==> config.mk <==
export PLATFORM = sky130hd
export DESIGN_NAME = periodic_cell_membership_counter_unit
export DESIGN_NICKNAME = d
export VERILOG_FILES = /design/src/rtl/pcmc_pkg.sv /design/src/rtl/periodic_cell_membership_counter_unit.sv
export SDC_FILE = /design/constraint.sdc
export NUM_CORES = 1
export LEC_CHECK = 0
export BUFFER_PORTS_ARGS = -buffer_cell sky130_fd_sc_hd__buf_2
export CAP_MARGIN = 20
export CORE_UTILIZATION = 40
export DETAILED_ROUTE_END_ITERATION = 10
export HOLD_SLACK_MARGIN = 0.15
export PLACE_DENSITY = 0.6
export SETUP_SLACK_MARGIN = 0.5
export SLEW_MARGIN = 0
export SYNTH_ARGS = -nofsm -noshare
export SYNTH_HDL_FRONTEND = slang
export SYNTH_SLANG_ARGS = --single-unit
==> constraint.sdc <==
create_clock -name clk -period 16.4 [get_ports clk]
set_clock_uncertainty 0.2 [all_clocks]
set_input_delay 3.28 -clock clk [delete_from_list [all_inputs] [get_ports clk]]
set_output_delay 3.28 -clock clk [all_outputs]
set_load 0.05 [all_outputs]
==> src/rtl/pcmc_pkg.sv <==
// Shared constants for the periodic cell membership counter.
// Holds default widths and configuration register indexes; no dependencies.
`timescale 1ns / 1ps

package pcmc_pkg;

  localparam int COORD_BITS_DEF = 24;
  localparam int COUNT_BITS_DEF = 32;

  // Configuration register indexes.
  localparam int CFG_ADDR_BITS = 3;
  typedef logic [CFG_ADDR_BITS-1:0] cfg_addr_t;

  localparam cfg_addr_t REG_CENTER_X          = 3'd0;
  localparam cfg_addr_t REG_CENTER_Y          = 3'd1;
  localparam cfg_addr_t REG_CENTER_Z          = 3'd2;
  localparam cfg_addr_t REG_HALF_WIDTH        = 3'd3;
  localparam cfg_addr_t REG_HALF_BUFFER_WIDTH = 3'd4;

  localparam int NUM_AXES = 3;

endpackage

==> src/rtl/periodic_cell_membership_counter_unit.sv <==
// Periodic cell membership counter: top level with input register, classifier,
// accumulators and result register.
// Depends on pcmc_pkg for default widths and register indexes.
`timescale 1ns / 1ps

//  Channel  Ports                          Carries
//  input    in_tvalid/tready/tdata/tlast   one particle position; tlast ends a pass
//  result   out_tvalid/tready/tdata        counts and bounding box, once per pass
//  config   cfg_we/cfg_addr/cfg_wdata      cell center and half widths
//
// One particle request is taken every cycle while no last particle is stalled;
// the input register feeds a single stage of subtract, compare and accumulate
// logic. The result register loads a result as its pass's last particle leaves.
// Only a last particle waits on a full result register that is stalled;
// other particles keep flowing while a result is pending.
// Reset restores the register defaults and clears counts and the box.

module periodic_cell_membership_counter_unit #(
  parameter int COORD_BITS = pcmc_pkg::COORD_BITS_DEF,
  parameter int COUNT_BITS = pcmc_pkg::COUNT_BITS_DEF
) (
  input  logic                                  clk,
  input  logic                                  rst_n,

  input  logic                                  in_tvalid,
  output logic                                  in_tready,
  // Fields from bit 0: pos_x, pos_y, pos_z, zero padding.
  input  logic [((3*COORD_BITS+7)/8)*8-1:0]     in_tdata,
  input  logic                                  in_tlast,

  output logic                                  out_tvalid,
  input  logic                                  out_tready,
  // Fields from bit 0: main_count, buffer_count, min_dx, max_dx, min_dy,
  // max_dy, min_dz, max_dz, zero padding.
  output logic [((2*COUNT_BITS+6*COORD_BITS+7)/8)*8-1:0] out_tdata,

  input  logic                                  cfg_we,
  input  pcmc_pkg::cfg_addr_t                   cfg_addr,
  input  logic [COORD_BITS-1:0]                 cfg_wdata
);

  localparam int NA       = pcmc_pkg::NUM_AXES;
  localparam int OUT_BITS = ((2*COUNT_BITS+6*COORD_BITS+7)/8)*8;
  localparam int OUT_USED = 2*COUNT_BITS + 6*COORD_BITS;

  localparam logic [COORD_BITS-1:0] CENTER_RST = COORD_BITS'(64'd1 << (COORD_BITS-2));
  localparam longint unsigned HBW_WIDE       = (64'd7 << COORD_BITS) / 20;
  localparam logic [COORD_BITS-1:0] HBW_RST  = COORD_BITS'(HBW_WIDE);
  localparam logic signed [COORD_BITS-1:0] SMAX = {1'b0, {(COORD_BITS-1){1'b1}}};
  localparam logic signed [COORD_BITS-1:0] SMIN = {1'b1, {(COORD_BITS-1){1'b0}}};
  localparam logic [COUNT_BITS-1:0] CNT_FULL = {COUNT_BITS{1'b1}};

  // Configuration registers.
  logic [COORD_BITS-1:0] center_r [NA];
  logic [COORD_BITS-1:0] half_width_r;
  logic [COORD_BITS-1:0] half_buf_width_r;

  always_ff @(posedge clk) begin
    if (!rst_n) begin
      for (int a = 0; a < NA; a++) center_r[a] <= CENTER_RST;
      half_width_r     <= CENTER_RST;
      half_buf_width_r <= HBW_RST;
    end else if (cfg_we) begin
      case (cfg_addr)
        pcmc_pkg::REG_CENTER_X:          center_r[0]      <= cfg_wdata;
        pcmc_pkg::REG_CENTER_Y:          center_r[1]      <= cfg_wdata;
        pcmc_pkg::REG_CENTER_Z:          center_r[2]      <= cfg_wdata;
        pcmc_pkg::REG_HALF_WIDTH:        half_width_r     <= cfg_wdata;
        pcmc_pkg::REG_HALF_BUFFER_WIDTH: half_buf_width_r <= cfg_wdata;
        default: ;
      endcase
    end
  end

  // Input register.
  logic                  a_valid_r;
  logic                  a_last_r;
  logic [COORD_BITS-1:0] a_pos_r [NA];
  logic                  a_adv;

  // A last particle may only leave once the result register is free.
  assign a_adv     = a_valid_r && (!a_last_r || !out_tvalid || out_tready);
  assign in_tready = !a_valid_r || a_adv;

  always_ff @(posedge clk) begin
    if (!rst_n) begin
      a_valid_r <= 1'b0;
    end else if (in_tready) begin
      a_valid_r <= in_tvalid;
    end
  end

  always_ff @(posedge clk) begin
    if (in_tready && in_tvalid) begin
      a_last_r <= in_tlast;
      for (int a = 0; a < NA; a++) begin
        a_pos_r[a] <= in_tdata[a*COORD_BITS +: COORD_BITS];
      end
    end
  end

  // Classifier: the modular difference read as two's complement is the wrapped offset.
  logic signed [COORD_BITS-1:0] off    [NA];
  logic        [COORD_BITS-1:0] mag    [NA];
  logic                         in_main;
  logic                         in_buf;

  always_comb begin
    in_main = 1'b1;
    in_buf  = 1'b1;
    for (int a = 0; a < NA; a++) begin
      off[a] = $signed(a_pos_r[a] - center_r[a]);
      mag[a] = off[a][COORD_BITS-1] ? (~a_pos_r[a] + center_r[a] + 1'b1)
                                    : $unsigned(off[a]);
      if (!(mag[a] < half_buf_width_r)) in_buf = 1'b0;
      if (!(mag[a] <= half_width_r))    in_main = 1'b0;
    end
  end

  // Accumulators.
  logic [COUNT_BITS-1:0]        main_cnt_r, main_cnt_nxt;
  logic [COUNT_BITS-1:0]        buf_cnt_r,  buf_cnt_nxt;
  logic signed [COORD_BITS-1:0] box_min_r [NA];
  logic signed [COORD_BITS-1:0] box_max_r [NA];
  logic signed [COORD_BITS-1:0] box_min_nxt [NA];
  logic signed [COORD_BITS-1:0] box_max_nxt [NA];

  always_comb begin
    main_cnt_nxt = main_cnt_r;
    buf_cnt_nxt  = buf_cnt_r;
    if (in_buf && buf_cnt_r != CNT_FULL)   buf_cnt_nxt  = buf_cnt_r + 1'b1;
    if (in_main && main_cnt_r != CNT_FULL) main_cnt_nxt = main_cnt_r + 1'b1;
    for (int a = 0; a < NA; a++) begin
      box_min_nxt[a] = box_min_r[a];
      box_max_nxt[a] = box_max_r[a];
      if (in_main && off[a] < box_min_r[a]) box_min_nxt[a] = off[a];
      if (in_main && off[a] > box_max_r[a]) box_max_nxt[a] = off[a];
    end
  end

  always_ff @(posedge clk) begin
    if (!rst_n) begin
      main_cnt_r <= '0;
      buf_cnt_r  <= '0;
      for (int a = 0; a < NA; a++) begin
        box_min_r[a] <= SMAX;
        box_max_r[a] <= SMIN;
      end
    end else if (a_adv) begin
      if (a_last_r) begin
        main_cnt_r <= '0;
        buf_cnt_r  <= '0;
        for (int a = 0; a < NA; a++) begin
          box_min_r[a] <= SMAX;
          box_max_r[a] <= SMIN;
        end
      end else begin
        main_cnt_r <= main_cnt_nxt;
        buf_cnt_r  <= buf_cnt_nxt;
        for (int a = 0; a < NA; a++) begin
          box_min_r[a] <= box_min_nxt[a];
          box_max_r[a] <= box_max_nxt[a];
        end
      end
    end
  end

  // Result register.
  logic                    out_valid_r;
  logic [OUT_USED-1:0]     out_data_r;

  always_ff @(posedge clk) begin
    if (!rst_n) begin
      out_valid_r <= 1'b0;
    end else if (a_adv && a_last_r) begin
      out_valid_r <= 1'b1;
    end else if (out_tready) begin
      out_valid_r <= 1'b0;
    end
  end

  always_ff @(posedge clk) begin
    if (a_adv && a_last_r) begin
      out_data_r[0 +: COUNT_BITS]          <= main_cnt_nxt;
      out_data_r[COUNT_BITS +: COUNT_BITS] <= buf_cnt_nxt;
      for (int a = 0; a < NA; a++) begin
        out_data_r[2*COUNT_BITS + (2*a)*COORD_BITS +: COORD_BITS]   <= box_min_nxt[a];
        out_data_r[2*COUNT_BITS + (2*a+1)*COORD_BITS +: COORD_BITS] <= box_max_nxt[a];
      end
    end
  end

  assign out_tvalid = out_valid_r;
  assign out_tdata  = OUT_BITS'(out_data_r);

`ifndef ASSERT_OFF
  // A result is only ever raised by a last particle leaving the input register.
  a_result_from_last: assert property (@(posedge clk) disable iff (!rst_n)
    $rose(out_valid_r) |-> $past(a_adv && a_last_r))
    else $error("result raised without a last particle");

  // The pass state is cleared right after a result is loaded.
  a_clear_after_result: assert property (@(posedge clk) disable iff (!rst_n)
    (a_adv && a_last_r) |=> (main_cnt_r == '0 && buf_cnt_r == '0))
    else $error("counters not cleared after a result");

  // Once a main particle has been seen the box is well ordered on every axis.
  a_box_ordered: assert property (@(posedge clk) disable iff (!rst_n)
    (main_cnt_r != '0) |-> (box_min_r[0] <= box_max_r[0] &&
                            box_min_r[1] <= box_max_r[1] &&
                            box_min_r[2] <= box_max_r[2]))
    else $error("bounding box inverted");

  // A pending last particle must block new input while the result is stalled.
  a_last_blocks: assert property (@(posedge clk) disable iff (!rst_n)
    (a_valid_r && a_last_r && out_valid_r && !out_tready) |-> !in_tready)
    else $error("input taken while a last particle is blocked");
`endif

endmodule

### Word-level counts from Yosys, hierarchy flattened

Memory sizes are Yosys's and may differ from the RTL's.
Cells that the tools add are included.

* memory bits (writable): 288
* input port bits: 105
* memories: 4
* output and inout bits: 210
* bits in registers: 323
* logic and storage cells: 139

Memory list
* a_pos_r: words 3, width 24, rd ports 3, clocked after Yosys merged registers in 0, write ports 3, line periodic_cell_membership_counter_unit.sv:78 `logic [COORD_BITS-1:0] a_pos_r [NA];`
* box_max_r: words 3, width 24, rd ports 3, clocked after Yosys merged registers in 0, write ports 3, line periodic_cell_membership_counter_unit.sv:124 `logic signed [COORD_BITS-1:0] box_max_r [NA];`
* box_min_r: words 3, width 24, rd ports 3, clocked after Yosys merged registers in 0, write ports 3, line periodic_cell_membership_counter_unit.sv:123 `logic signed [COORD_BITS-1:0] box_min_r [NA];`
* center_r: words 3, width 24, rd ports 3, clocked after Yosys merged registers in 0, write ports 3, line periodic_cell_membership_counter_unit.sv:54 `logic [COORD_BITS-1:0] center_r [NA];`

* add/subtract/negate cells: 11
* $lt $le $gt $ge: 12
* reductions and logical operators: 21
* muxes and demuxes: 59
* bitwise operators: 18
* equal/unequal tests: 6

Operators with widths (number)
* $mux W24: 24
* $lt A24 B24 Y1: 6
* $mux W32: 4
* $add A24 B1 Y24 const B: 3
* $add A24 B24 Y24: 3
* $gt A24 B24 Y1: 3
* $le A24 B24 Y1: 3
* $not A24 Y24: 3
* $sub A24 B24 Y24: 3
* $add A32 B1 Y32 const B: 2
* $ne A32 B32 Y1 const B: 2
* $mux W1: 31
* $or A1 B1 Y1: 15
* $logic_and A1 B1 Y1: 11
* $eq A3 B2 Y1 const B: 2
* $reduce_and A2 Y1: 2
* $eq A3 B1 Y1 const B: 1
* $eq A3 B3 Y1 const B: 1
* $logic_not A1 Y1: 3
* $logic_not A3 Y1: 1
* $logic_or A1 B1 Y1: 3
* $reduce_bool A2 Y1: 1

### Logic depth before layout (Yosys ltp)

Gate-level depths: netlist (run 1).

* depth after elaboration: 11
* depth in mapped cells: 26

### Least setup slack after synthesis (run 1)

Ideal clock, no wire load.

* path type: input to register
* start: in out_tready
* end: reg out_data_r[0], in the netlist out_tdata[0] (enable)
* arrival: 11.997 ns
* path slack: 3.423 ns
* path buffers: 0
* stages: 2
* data required time: 15.420 ns
* cells stage by stage: nor2b_1 -> nor2_1

* word-level cells in the longest chain between the ends: 3

RTL lines
* start: declaration: line periodic_cell_membership_counter_unit.sv:32 `input logic out_tready,`
* $logic_or A1 B1 Y1: line periodic_cell_membership_counter_unit.sv:82 `assign a_adv = a_valid_r && (!a_last_r || !out_tvalid || out_tready);`
* $logic_and A1 B1 Y1: line periodic_cell_membership_counter_unit.sv:82
* $logic_and A1 B1 Y1: line periodic_cell_membership_counter_unit.sv:183 `if (a_adv && a_last_r) begin`
* end signal: indexed assignment: line periodic_cell_membership_counter_unit.sv:184 `out_data_r[0 +: COUNT_BITS] <= main_cnt_nxt;`
* end signal: indexed assignment: line periodic_cell_membership_counter_unit.sv:185 `out_data_r[COUNT_BITS +: COUNT_BITS] <= buf_cnt_nxt;`
* end signal: indexed assignment: line periodic_cell_membership_counter_unit.sv:187 `out_data_r[2*COUNT_BITS + (2*a)*COORD_BITS +: COORD_BITS] <= box_min_nxt[a];`
* end: declaration: line periodic_cell_membership_counter_unit.sv:170 `logic [OUT_USED-1:0] out_data_r;`

Every way passes these cells.
A chain may end at the register's enable or synchronous reset.

==> results of run 1 <==
## cells by family after synthesis
logic type,after synthesis
AND/OR/NAND/NOR,964
AO/OA/AOI/OAI,838
flip-flops,611
buffers and inverters,564
adder cells (fa/ha/maj),428
XOR/XNOR,190
multiplexers,172
## area by class of cell
cell class              count  area, um^2  share of cell area [%]
inverters                 398        1500                    3.39
multi-input cells        2592       19600                    44.3
diodes                      5        12.5                  0.0283
repair buffers            353        1870                    4.22
clock buffers              85        1960                    4.42
flip-flops and latches    611       17200                    38.9
clock inverters            50         523                    1.18
well taps                1265        1580                    3.58
## cells in the mapped netlist (45+ instances only)
library cell and count:
sky130_fd_sc_hd__edfxtp_1 497, sky130_fd_sc_hd__ha_1 422, sky130_fd_sc_hd__inv_1 397, sky130_fd_sc_hd__nand2_1 252, sky130_fd_sc_hd__a21oi_1 234, sky130_fd_sc_hd__a21o_1 168
sky130_fd_sc_hd__o21ai_0 138, sky130_fd_sc_hd__nor2_1 121, sky130_fd_sc_hd__xnor2_1 119, sky130_fd_sc_hd__clkbuf_1 115, sky130_fd_sc_hd__dfxtp_1 114, sky130_fd_sc_hd__nand3_1 104
sky130_fd_sc_hd__mux2_2 103, sky130_fd_sc_hd__nand4_1 94, sky130_fd_sc_hd__nand2b_1 93, sky130_fd_sc_hd__and2_1 90, sky130_fd_sc_hd__xor2_1 70, sky130_fd_sc_hd__mux2i_1 54
sky130_fd_sc_hd__a21boi_0 47, sky130_fd_sc_hd__nor3_1 45
## through the flow
step,util [%],instances,setup WS [ns],hold slack [ns]
3_5_place_dp,43.7,5218,8.26,0.258
6_report,46.3,5359,8.20,0.264
2_1_floorplan,-,3767,3.42,0.243
5_1_grt,46.3,5358,7.78,0.286
3_3_place_gp,43.7,5218,8.50,0.251
4_1_cts,46.3,5353,8.22,0.266
## worst max-delay path, cell delays in order, from the launching register on
cell                       delay, ns
sky130_fd_sc_hd__edfxtp_1       0.44
sky130_fd_sc_hd__inv_1          0.13
sky130_fd_sc_hd__ha_1           0.24
sky130_fd_sc_hd__nor2b_1        0.14
sky130_fd_sc_hd__o31a_1         0.26
sky130_fd_sc_hd__o21ai_0        0.23
sky130_fd_sc_hd__a21o_1         0.27
sky130_fd_sc_hd__o31a_1         0.30
sky130_fd_sc_hd__mux2i_1        0.35
sky130_fd_sc_hd__nand2_1        0.39
sky130_fd_sc_hd__inv_2          0.56
sky130_fd_sc_hd__mux2i_1        0.17
sky130_fd_sc_hd__xnor2_1        0.42
sky130_fd_sc_hd__ha_1           0.35
sky130_fd_sc_hd__a21oi_1        0.17
sky130_fd_sc_hd__a21oi_1        0.09
sky130_fd_sc_hd__o31ai_1        0.35
sky130_fd_sc_hd__nand4_1        0.21
sky130_fd_sc_hd__a221oi_4       0.45
sky130_fd_sc_hd__buf_4          0.46
sky130_fd_sc_hd__nor4b_4        0.84
sky130_fd_sc_hd__buf_4          0.37
sky130_fd_sc_hd__mux2_2         0.37
sky130_fd_sc_hd__and2_1         0.14
## registers in the layout (all words and copies together), names as in the netlist
| name | cells |
|---|---|
| out_tvalid | 1 |
| a_pos_r | 72 |
| a_last_r | 1 |
| box_max_r | 72 |
| half_buf_width_r | 24 |
| center_r | 72 |
| half_width_r | 24 |
| out_tdata | 208 |
| a_valid_r | 1 |
| main_cnt_r | 32 |
| box_min_r | 72 |
| buf_cnt_r | 32 |
## power by group through the flow
| stage | Clock, mW | Combinational [mW] | Sequential (mW) |
|---|---|---|---|
| 2_1_floorplan | 0 | 1.09 | 1.93 |
| 3_3_place_gp | 0 | 1.63 | 1.84 |
| 3_5_place_dp | 0 | 1.63 | 1.84 |
| 4_1_cts | 1.73 | 1.65 | 1.81 |
| 5_1_grt | 1.78 | 1.82 | 1.82 |
| 6_report | 1.69 | 1.65 | 1.81 |
## path summary, 6_finish.rpt
| path | from | end | cells after the start |
|---|---|---|---|
| worst max-delay path | center_r[0][49] | box_max_r[0][51] | 23 |
| worst min-delay path | half_width_r[10] | half_width_r[10] | 2 |
| worst min register to register | half_width_r[10] | half_width_r[10] | 2 |
| worst max register to register | center_r[0][49] | box_max_r[0][51] | 23 |
## per-layer routing
layer / part of all wire, % / vias up / global-route usage, % / wire [um]
met5: 0.16 / - / 0 / 175
met1: 45 / 13800 / 30.4 / 50200
met2: 45 / 842 / 35.2 / 50300
li1: - / 14100 / - / -
met3: 6.4 / 194 / 4.12 / 7030
met4: 2.7 / 28 / 6.86 / 2940
==> impl_results.html, run 1 <==
<table>
<tr><th>Metric</th><th>Value</th></tr>
<tr><th colspan="2">Timing</th></tr>
<tr><td>Final cycle utilization of the critical path</td><td>50.0%</td></tr>
<tr><td>Final Hold Viols</td><td>0</td></tr>
<tr><td>Final Slew Violations</td><td>0</td></tr>
<tr><td>Unrepaired setup endpoints after global routing</td><td>no</td></tr>
<tr><td>Final Setup Violations</td><td>0</td></tr>
<tr><td>Final sum of negative setup slack</td><td>0 ns</td></tr>
<tr><td>F_max</td><td>0.122 GHz</td></tr>
<tr><td>Worst relative slew slack</td><td>26.8%</td></tr>
<tr><td>Measured slew at the worst slew-check pin</td><td>1.09 ns</td></tr>
<tr><td>Tmin final</td><td>8.20 ns</td></tr>
<tr><th colspan="2">Clock tree</th></tr>
<tr><td>Number of buffers inserted by hold repair at cts</td><td>0</td></tr>
<tr><td>H-tree depth reported by CTS</td><td>3</td></tr>
<tr><td># Post-CTS Setup Buffers</td><td>0</td></tr>
<tr><td>Total clock sinks</td><td>611</td></tr>
<tr><td>Clock latency at the later pin of the worst-skew pair</td><td>0.65 ns</td></tr>
<tr><td>Num CTS Buffers</td><td>73</td></tr>
<tr><td>Clock transition time at the flip-flop clock pins of the worst setup and hold paths</td><td>0.06 ns</td></tr>
<tr><td>TritonCTS clock tree</td><td>built</td></tr>
<tr><td>Count of instances resized after the clock tree is built</td><td>0</td></tr>
<tr><td>Root Buffer Master</td><td>sky130_fd_sc_hd__clkbuf_16</td></tr>
<tr><td>Buffer levels on the longest clock path</td><td>3</td></tr>
<tr><th colspan="2">Drt</th></tr>
<tr><td>Total iterations of the first detailed-routing run</td><td>6</td></tr>
<tr><td>Via count</td><td>29000</td></tr>
<tr><td>Vias per std cell</td><td>5.42</td></tr>
<tr><td>Starting DRC count in detailed routing</td><td>2199</td></tr>
<tr><td>Per-cell routed wire length</td><td>20.6 um</td></tr>
<tr><td>Final antenna-violating net count</td><td>0</td></tr>
<tr><td>DR DRC count</td><td>0</td></tr>
<tr><td>Total detailed-routing wirelength</td><td>111000 um</td></tr>
<tr><th colspan="2">Worst setup path</th></tr>
<tr><td>Critical path class</td><td>flip-flop to flip-flop</td></tr>
<tr><td>Worst Path Arrival</td><td>8.39 ns</td></tr>
<tr><td>Maximum fanout along the worst path</td><td>24</td></tr>
<tr><td>Crit path launch type</td><td>flip-flop</td></tr>
<tr><td>Data required time of the critical path</td><td>16.59 ns</td></tr>
<tr><td>Reg-to-reg setup timing slack</td><td>8.20 ns</td></tr>
<tr><td>Element type at the critical path end</td><td>flip-flop</td></tr>
<tr><th colspan="2">GRT</th></tr>
<tr><td>Initial antenna violation count</td><td>32</td></tr>
<tr><td>Largest net degree at the start of global routing</td><td>98</td></tr>
<tr><td>GRT overflow</td><td>0</td></tr>
<tr><td>Number of global-route vias before repair</td><td>27400</td></tr>
<tr><td>Wire length of the first global-routing pass</td><td>167000 um</td></tr>
<tr><td>Overall fraction of global-route tracks in use</td><td>22.1%</td></tr>
<tr><th colspan="2">Synth</th></tr>
<tr><td>Largest cells by area after synthesis</td><td>sky130_fd_sc_hd__edfxtp_1, sky130_fd_sc_hd__ha_1, sky130_fd_sc_hd__dfxtp_1</td></tr>
<tr><td>Synthesized area per cell</td><td>10.3 um^2</td></tr>
<tr><td>Warning count from the yosys run</td><td>0</td></tr>
<tr><td>Flop and latch count out of synthesis</td><td>611</td></tr>
<tr><td>Leading area contributor after synthesis</td><td>sky130_fd_sc_hd__edfxtp_1</td></tr>
<tr><td>Unique cell type count in the Yosys netlist</td><td>88</td></tr>
<tr><td>Main combinational cell family by area after synthesis</td><td>compound AO/OA/AOI/OAI gates</td></tr>
<tr><td>Count of flip-flops with a built-in enable after synthesis</td><td>497</td></tr>
<tr><td>Most common flop cell mapped by yosys</td><td>sky130_fd_sc_hd__edfxtp_1</td></tr>
<tr><td>Share of the synthesized area in the top cell type</td><td>38.4%</td></tr>
<tr><td>Fraction of the mapped netlist area in simple logic gates</td><td>13.0%</td></tr>
<tr><td>Synth Area in Adders</td><td>13.9%</td></tr>
<tr><td>Mapped Nets</td><td>4300</td></tr>
<tr><td>Compound-cell area share of the yosys netlist</td><td>14.1%</td></tr>
<tr><td>Xor-xnor portion of the synthesized cell area</td><td>4.30%</td></tr>
<tr><td>Multiplexer share of the synthesized area</td><td>4.81%</td></tr>
<tr><td>Number of instances in the synthesized netlist</td><td>3767</td></tr>
<tr><td>Async SR Flop Fraction</td><td>0%</td></tr>
<tr><td>Register area share after synthesis</td><td>44.3%</td></tr>
<tr><td>Summed instance area of the synthesized netlist</td><td>38900 um^2</td></tr>
<tr><th colspan="2">Min path</th></tr>
<tr><td>Path type of the worst min-delay path</td><td>flip-flop to flip-flop</td></tr>
<tr><th colspan="2">Floorplanning</th></tr>
<tr><td>Core box area</td><td>95600 um^2</td></tr>
<tr><td>Die area</td><td>98500 um^2</td></tr>
<tr><td>Num ports</td><td>315</td></tr>
<tr><td>Vertical die dimension</td><td>314 um</td></tr>
<tr><td>Row count</td><td>113</td></tr>
<tr><td>Width of the die</td><td>314 um</td></tr>
<tr><td>Initial Util</td><td>40.7%</td></tr>
<tr><th colspan="2">Pwr</th></tr>
<tr><td>Sequential Power Share</td><td>35.2%</td></tr>
<tr><td>Max rail drop VDD</td><td>0.0725 mV</td></tr>
<tr><td>Int Pwr</td><td>3.38 mW</td></tr>
<tr><td>Sw Share</td><td>34.4%</td></tr>
<tr><td>Part of the power in the clock network</td><td>32.7%</td></tr>
<tr><td>Switching Power</td><td>1.77 mW</td></tr>
<tr><td>Logic pwr share</td><td>32.1%</td></tr>
<tr><td>Reported leakage power</td><td>18.8 nW</td></tr>
<tr><td>Total power divided by cell area</td><td>116 nW/um^2</td></tr>
<tr><td>Overall power</td><td>5.15 mW</td></tr>
<tr><th colspan="2">Final layout</th></tr>
<tr><td>Layout fillers</td><td>8985</td></tr>
<tr><td>Area delta synth-&gt;final</td><td>13.8%</td></tr>
<tr><td>Finished layout cell area</td><td>44200 um^2</td></tr>
<tr><td>Most frequent standard cell in the layout excluding fill and tap cells</td><td>sky130_fd_sc_hd__edfxtp_1</td></tr>
<tr><td>Commonest cells after routing, fill and taps aside</td><td>sky130_fd_sc_hd__edfxtp_1, sky130_fd_sc_hd__ha_1, sky130_fd_sc_hd__inv_1, sky130_fd_sc_hd__buf_2, sky130_fd_sc_hd__nand2_1</td></tr>
<tr><td>Layout cell share with drive strength beyond 1</td><td>14.8%</td></tr>
<tr><td>Final-stage net count</td><td>4562</td></tr>
<tr><th colspan="2">Place</th></tr>
<tr><td>Placed inst area</td><td>41700 um^2</td></tr>
<tr><td>RePlAce Congestion</td><td>0.935</td></tr>
<tr><td>Half-perimeter wire length after detailed placement</td><td>83100 um</td></tr>
<tr><td>Count of buffers inserted at the top-level ports</td><td>314</td></tr>
<tr><th colspan="2">Outcome</th></tr>
<tr><td>Status</td><td>complete, no violations</td></tr>
<tr><th colspan="2">Run</th></tr>
<tr><td>Number of violations of the max-capacitance limit</td><td>0</td></tr>
</table>
No activity file was read; power rests on OpenSTA's default activity.
==> inputs of run 2 (changes only) <==
PLACE_DENSITY = 0.62   (was 0.6)
clock period = 6.61 ns   (was 16.4 ns; I/O delays follow)
==> impl_results.html, run 2 (synthesis results as in run 1) <==
<table>
<tr><th>Metric</th><th>Value</th></tr>
<tr><th colspan="2">Final layout</th></tr>
<tr><td>Final-stage net count</td><td>4800</td></tr>
<tr><td>Area delta synth-&gt;final</td><td>23.9%</td></tr>
<tr><td>Largest register FFs</td><td>208</td></tr>
<tr><td>Layout cell share with drive strength beyond 1</td><td>24.2%</td></tr>
<tr><td>Final Instance Count excl. Fillers</td><td>5604</td></tr>
<tr><td>Layout fillers</td><td>8774</td></tr>
<tr><td>Finished layout cell area</td><td>48200 um^2</td></tr>
<tr><td>Most frequent standard cell in the layout excluding fill and tap cells</td><td>sky130_fd_sc_hd__edfxtp_1</td></tr>
<tr><td>Commonest cells after routing, fill and taps aside</td><td>sky130_fd_sc_hd__edfxtp_1, sky130_fd_sc_hd__inv_1, sky130_fd_sc_hd__ha_1, sky130_fd_sc_hd__buf_2, sky130_fd_sc_hd__nand2_1</td></tr>
<tr><th colspan="2">Clock tree</th></tr>
<tr><td>Clock latency at the later pin of the worst-skew pair</td><td>0.66 ns</td></tr>
<tr><td>Total clock sinks</td><td>611</td></tr>
<tr><td>Buffer levels on the longest clock path</td><td>3</td></tr>
<tr><td>H-tree depth reported by CTS</td><td>3</td></tr>
<tr><td>Clock transition time at the flip-flop clock pins of the worst setup and hold paths</td><td>0.06 ns</td></tr>
<tr><td>Number of buffers inserted by hold repair at cts</td><td>0</td></tr>
<tr><td>Num CTS Buffers</td><td>75</td></tr>
<tr><td>TritonCTS clock tree</td><td>built</td></tr>
<tr><td>Root Buffer Master</td><td>sky130_fd_sc_hd__clkbuf_16</td></tr>
<tr><th colspan="2">Pwr</th></tr>
<tr><td>Reported leakage power</td><td>20.7 nW</td></tr>
<tr><td>Max rail drop VDD</td><td>0.178 mV</td></tr>
<tr><td>Total power divided by cell area</td><td>293 nW/um^2</td></tr>
<tr><th colspan="2">Drt</th></tr>
<tr><td>Total iterations of the first detailed-routing run</td><td>6</td></tr>
<tr><td>Final antenna-violating net count</td><td>0</td></tr>
<tr><td>Starting DRC count in detailed routing</td><td>2294</td></tr>
<tr><td>Total detailed-routing wirelength</td><td>116000 um</td></tr>
<tr><td>Vias per std cell</td><td>5.44</td></tr>
<tr><td>Per-cell routed wire length</td><td>20.7 um</td></tr>
<tr><td>Via count</td><td>30500</td></tr>
<tr><td>DR DRC count</td><td>0</td></tr>
<tr><th colspan="2">Worst setup path</th></tr>
<tr><td>Capturing point of the worst reg2reg path</td><td>box_min_r[0][19]</td></tr>
<tr><td>Cell at the slowest stage of the critical path</td><td>sky130_fd_sc_hd__edfxtp_1</td></tr>
<tr><td>Element type at the critical path end</td><td>flip-flop</td></tr>
<tr><td>Register-to-Register Path Depth</td><td>28</td></tr>
<tr><td>Data required time of the critical path</td><td>6.81 ns</td></tr>
<tr><td>Maximum fanout along the worst path</td><td>6</td></tr>
<tr><td>Start of the worst register-to-register path</td><td>a_pos_r[0][54]</td></tr>
<tr><td>Highest cell delay on the worst timing path</td><td>0.47 ns</td></tr>
<tr><td>Reg-to-reg setup timing slack</td><td>0.45 ns</td></tr>
<tr><td>Worst Path Arrival</td><td>6.35 ns</td></tr>
<tr><td>Critical path class</td><td>flip-flop to flip-flop</td></tr>
<tr><td>Crit path launch type</td><td>flip-flop</td></tr>
<tr><th colspan="2">Min path</th></tr>
<tr><td>Worst hold path depth</td><td>2</td></tr>
<tr><td>Start point of the worst hold path</td><td>half_width_r[11]</td></tr>
<tr><td>Worst hold endpoint</td><td>half_width_r[11]</td></tr>
<tr><td>Path type of the worst min-delay path</td><td>flip-flop to flip-flop</td></tr>
<tr><th colspan="2">Floorplanning</th></tr>
<tr><td>Vertical die dimension</td><td>314 um</td></tr>
<tr><td>Die area</td><td>98500 um^2</td></tr>
<tr><td>Row count</td><td>113</td></tr>
<tr><td>Core box area</td><td>95600 um^2</td></tr>
<tr><td>Num ports</td><td>315</td></tr>
<tr><td>Width of the die</td><td>314 um</td></tr>
<tr><td>Initial Util</td><td>40.7%</td></tr>
<tr><th colspan="2">GRT</th></tr>
<tr><td>Largest net degree at the start of global routing</td><td>99</td></tr>
<tr><td>Initial antenna violation count</td><td>33</td></tr>
<tr><td>GRT overflow</td><td>0</td></tr>
<tr><td>Wire length of the first global-routing pass</td><td>169000 um</td></tr>
<tr><td>Overall fraction of global-route tracks in use</td><td>22.3%</td></tr>
<tr><td>Number of global-route vias before repair</td><td>28600</td></tr>
<tr><th colspan="2">Timing</th></tr>
<tr><td>Final cycle utilization of the critical path</td><td>93.1%</td></tr>
<tr><td>Post-Route Hold Slack</td><td>0.268 ns</td></tr>
<tr><td>Worst relative slew slack</td><td>25.8%</td></tr>
<tr><td>Final Hold Viols</td><td>0</td></tr>
<tr><td>Unrepaired setup endpoints after global routing</td><td>yes</td></tr>
<tr><td>Final Slew Violations</td><td>0</td></tr>
<tr><td>Measured slew at the worst slew-check pin</td><td>1.11 ns</td></tr>
<tr><td>Tmin final</td><td>6.16 ns</td></tr>
<tr><td>F_max</td><td>0.162 GHz</td></tr>
<tr><td>Final Setup Violations</td><td>0</td></tr>
<tr><th colspan="2">Run</th></tr>
<tr><td>Number of violations of the max-capacitance limit</td><td>0</td></tr>
<tr><th colspan="2">Place</th></tr>
<tr><td>Half-perimeter wire length after detailed placement</td><td>83300 um</td></tr>
<tr><td>Count of buffers inserted at the top-level ports</td><td>314</td></tr>
<tr><td>RePlAce Congestion</td><td>0.921</td></tr>
<tr><td>Instance count after placement with tap cells included</td><td>5343</td></tr>
<tr><td>Placed inst area</td><td>42800 um^2</td></tr>
<tr><th colspan="2">Outcome</th></tr>
<tr><td>Status</td><td>complete, no violations</td></tr>
</table>
run 2: cell count changes in the layout (fill, tap and decap cells not counted), sizes merged, moves of 2 or more:
cell / change
buf: +225
clkbuf: +12
inv: +3
clkinv: -6
diode: +6
o311ai: +2
run 2: stage by stage:
step / setup TNS [ns] / worst slack (ns) / power (mW) / utilization, %
detailed placement: -0.764 / -0.0716 / 8.90 / 44.8
global placement: -0.264 / -0.0837 / 8.87 / 44.8
floorplan: 0 / 0.629 / 7.49 / -
global route: 0 / 0.274 / 14.8 / 50.4
finish: 0 / 0.454 / 14.1 / 50.4
CTS: 0 / 0.391 / 13.4 / 48.1
run 2: worst max-delay path by stage:
| stage | from | end | slack (ns) | depth (start not counted) |
|---|---|---|---|---|
| final | a_pos_r[0][54] | box_min_r[0][19] | 0.45 | 28 |
| after global routing | center_r[0][51] | box_min_r[0][15] | 0.27 | 28 |
| after CTS | a_pos_r[0][55] | buf_cnt_r[30] | 0.39 | 21 |
| after detailed placement | a_pos_r[0][48] | buf_cnt_r[21] | -0.07 | 24 |
| after global placement | a_pos_r[0][48] | buf_cnt_r[21] | -0.08 | 24 |
| after floorplan | a_pos_r[0][34] | box_max_r[0][64] | 0.63 | 21 |
run 2: final cells by class:
class                   count  area (um^2)  share of cell area, %
multi-input cells        2596        21300                   44.2
flip-flops and latches    611        17200                   35.7
repair buffers            585         4030                   8.36
clock buffers              90         2010                   4.17
well taps                1265         1580                   3.29
inverters                 398         1500                   3.12
clock inverters            48          505                   1.05
diodes                     11         27.5                 0.0572
run 2: where the power goes:
group	internal, mW	total [mW]	switching [mW]
sequential	4.41	4.50	0.0899
combinational	2.35	5.35	3.00
clock	2.50	4.25	1.75
total	9.27	14.1	4.84
run 2: layer usage:
layer | up-vias | wire length, um | GRT usage [%]
met2 | 884 | 53100 | 35.5
met4 | 28 | 3880 | 7.98
met1 | 14700 | 51500 | 30.4
met5 | - | 173 | 0
met3 | 216 | 7390 | 3.81
li1 | 14600 | - | -
run 2: critical path: cells and delay by family (launching register included):
kind	cells	cell delay (ns)
flip-flops	1	0.47
adder cells (fa/ha/maj)	2	0.54
multiplexers	2	0.48
XOR/XNOR	1	0.18
AO/OA/AOI/OAI	10	2.06
AND/OR/NAND/NOR	4	0.74
buffers and inverters	9	1.24
run 2: timing repair:
action,CTS,global route
buffers inserted,28,71
resized for setup,87,287
pin swaps,26,98
cloned,3,10
endpoints found under the setup margin,415,416
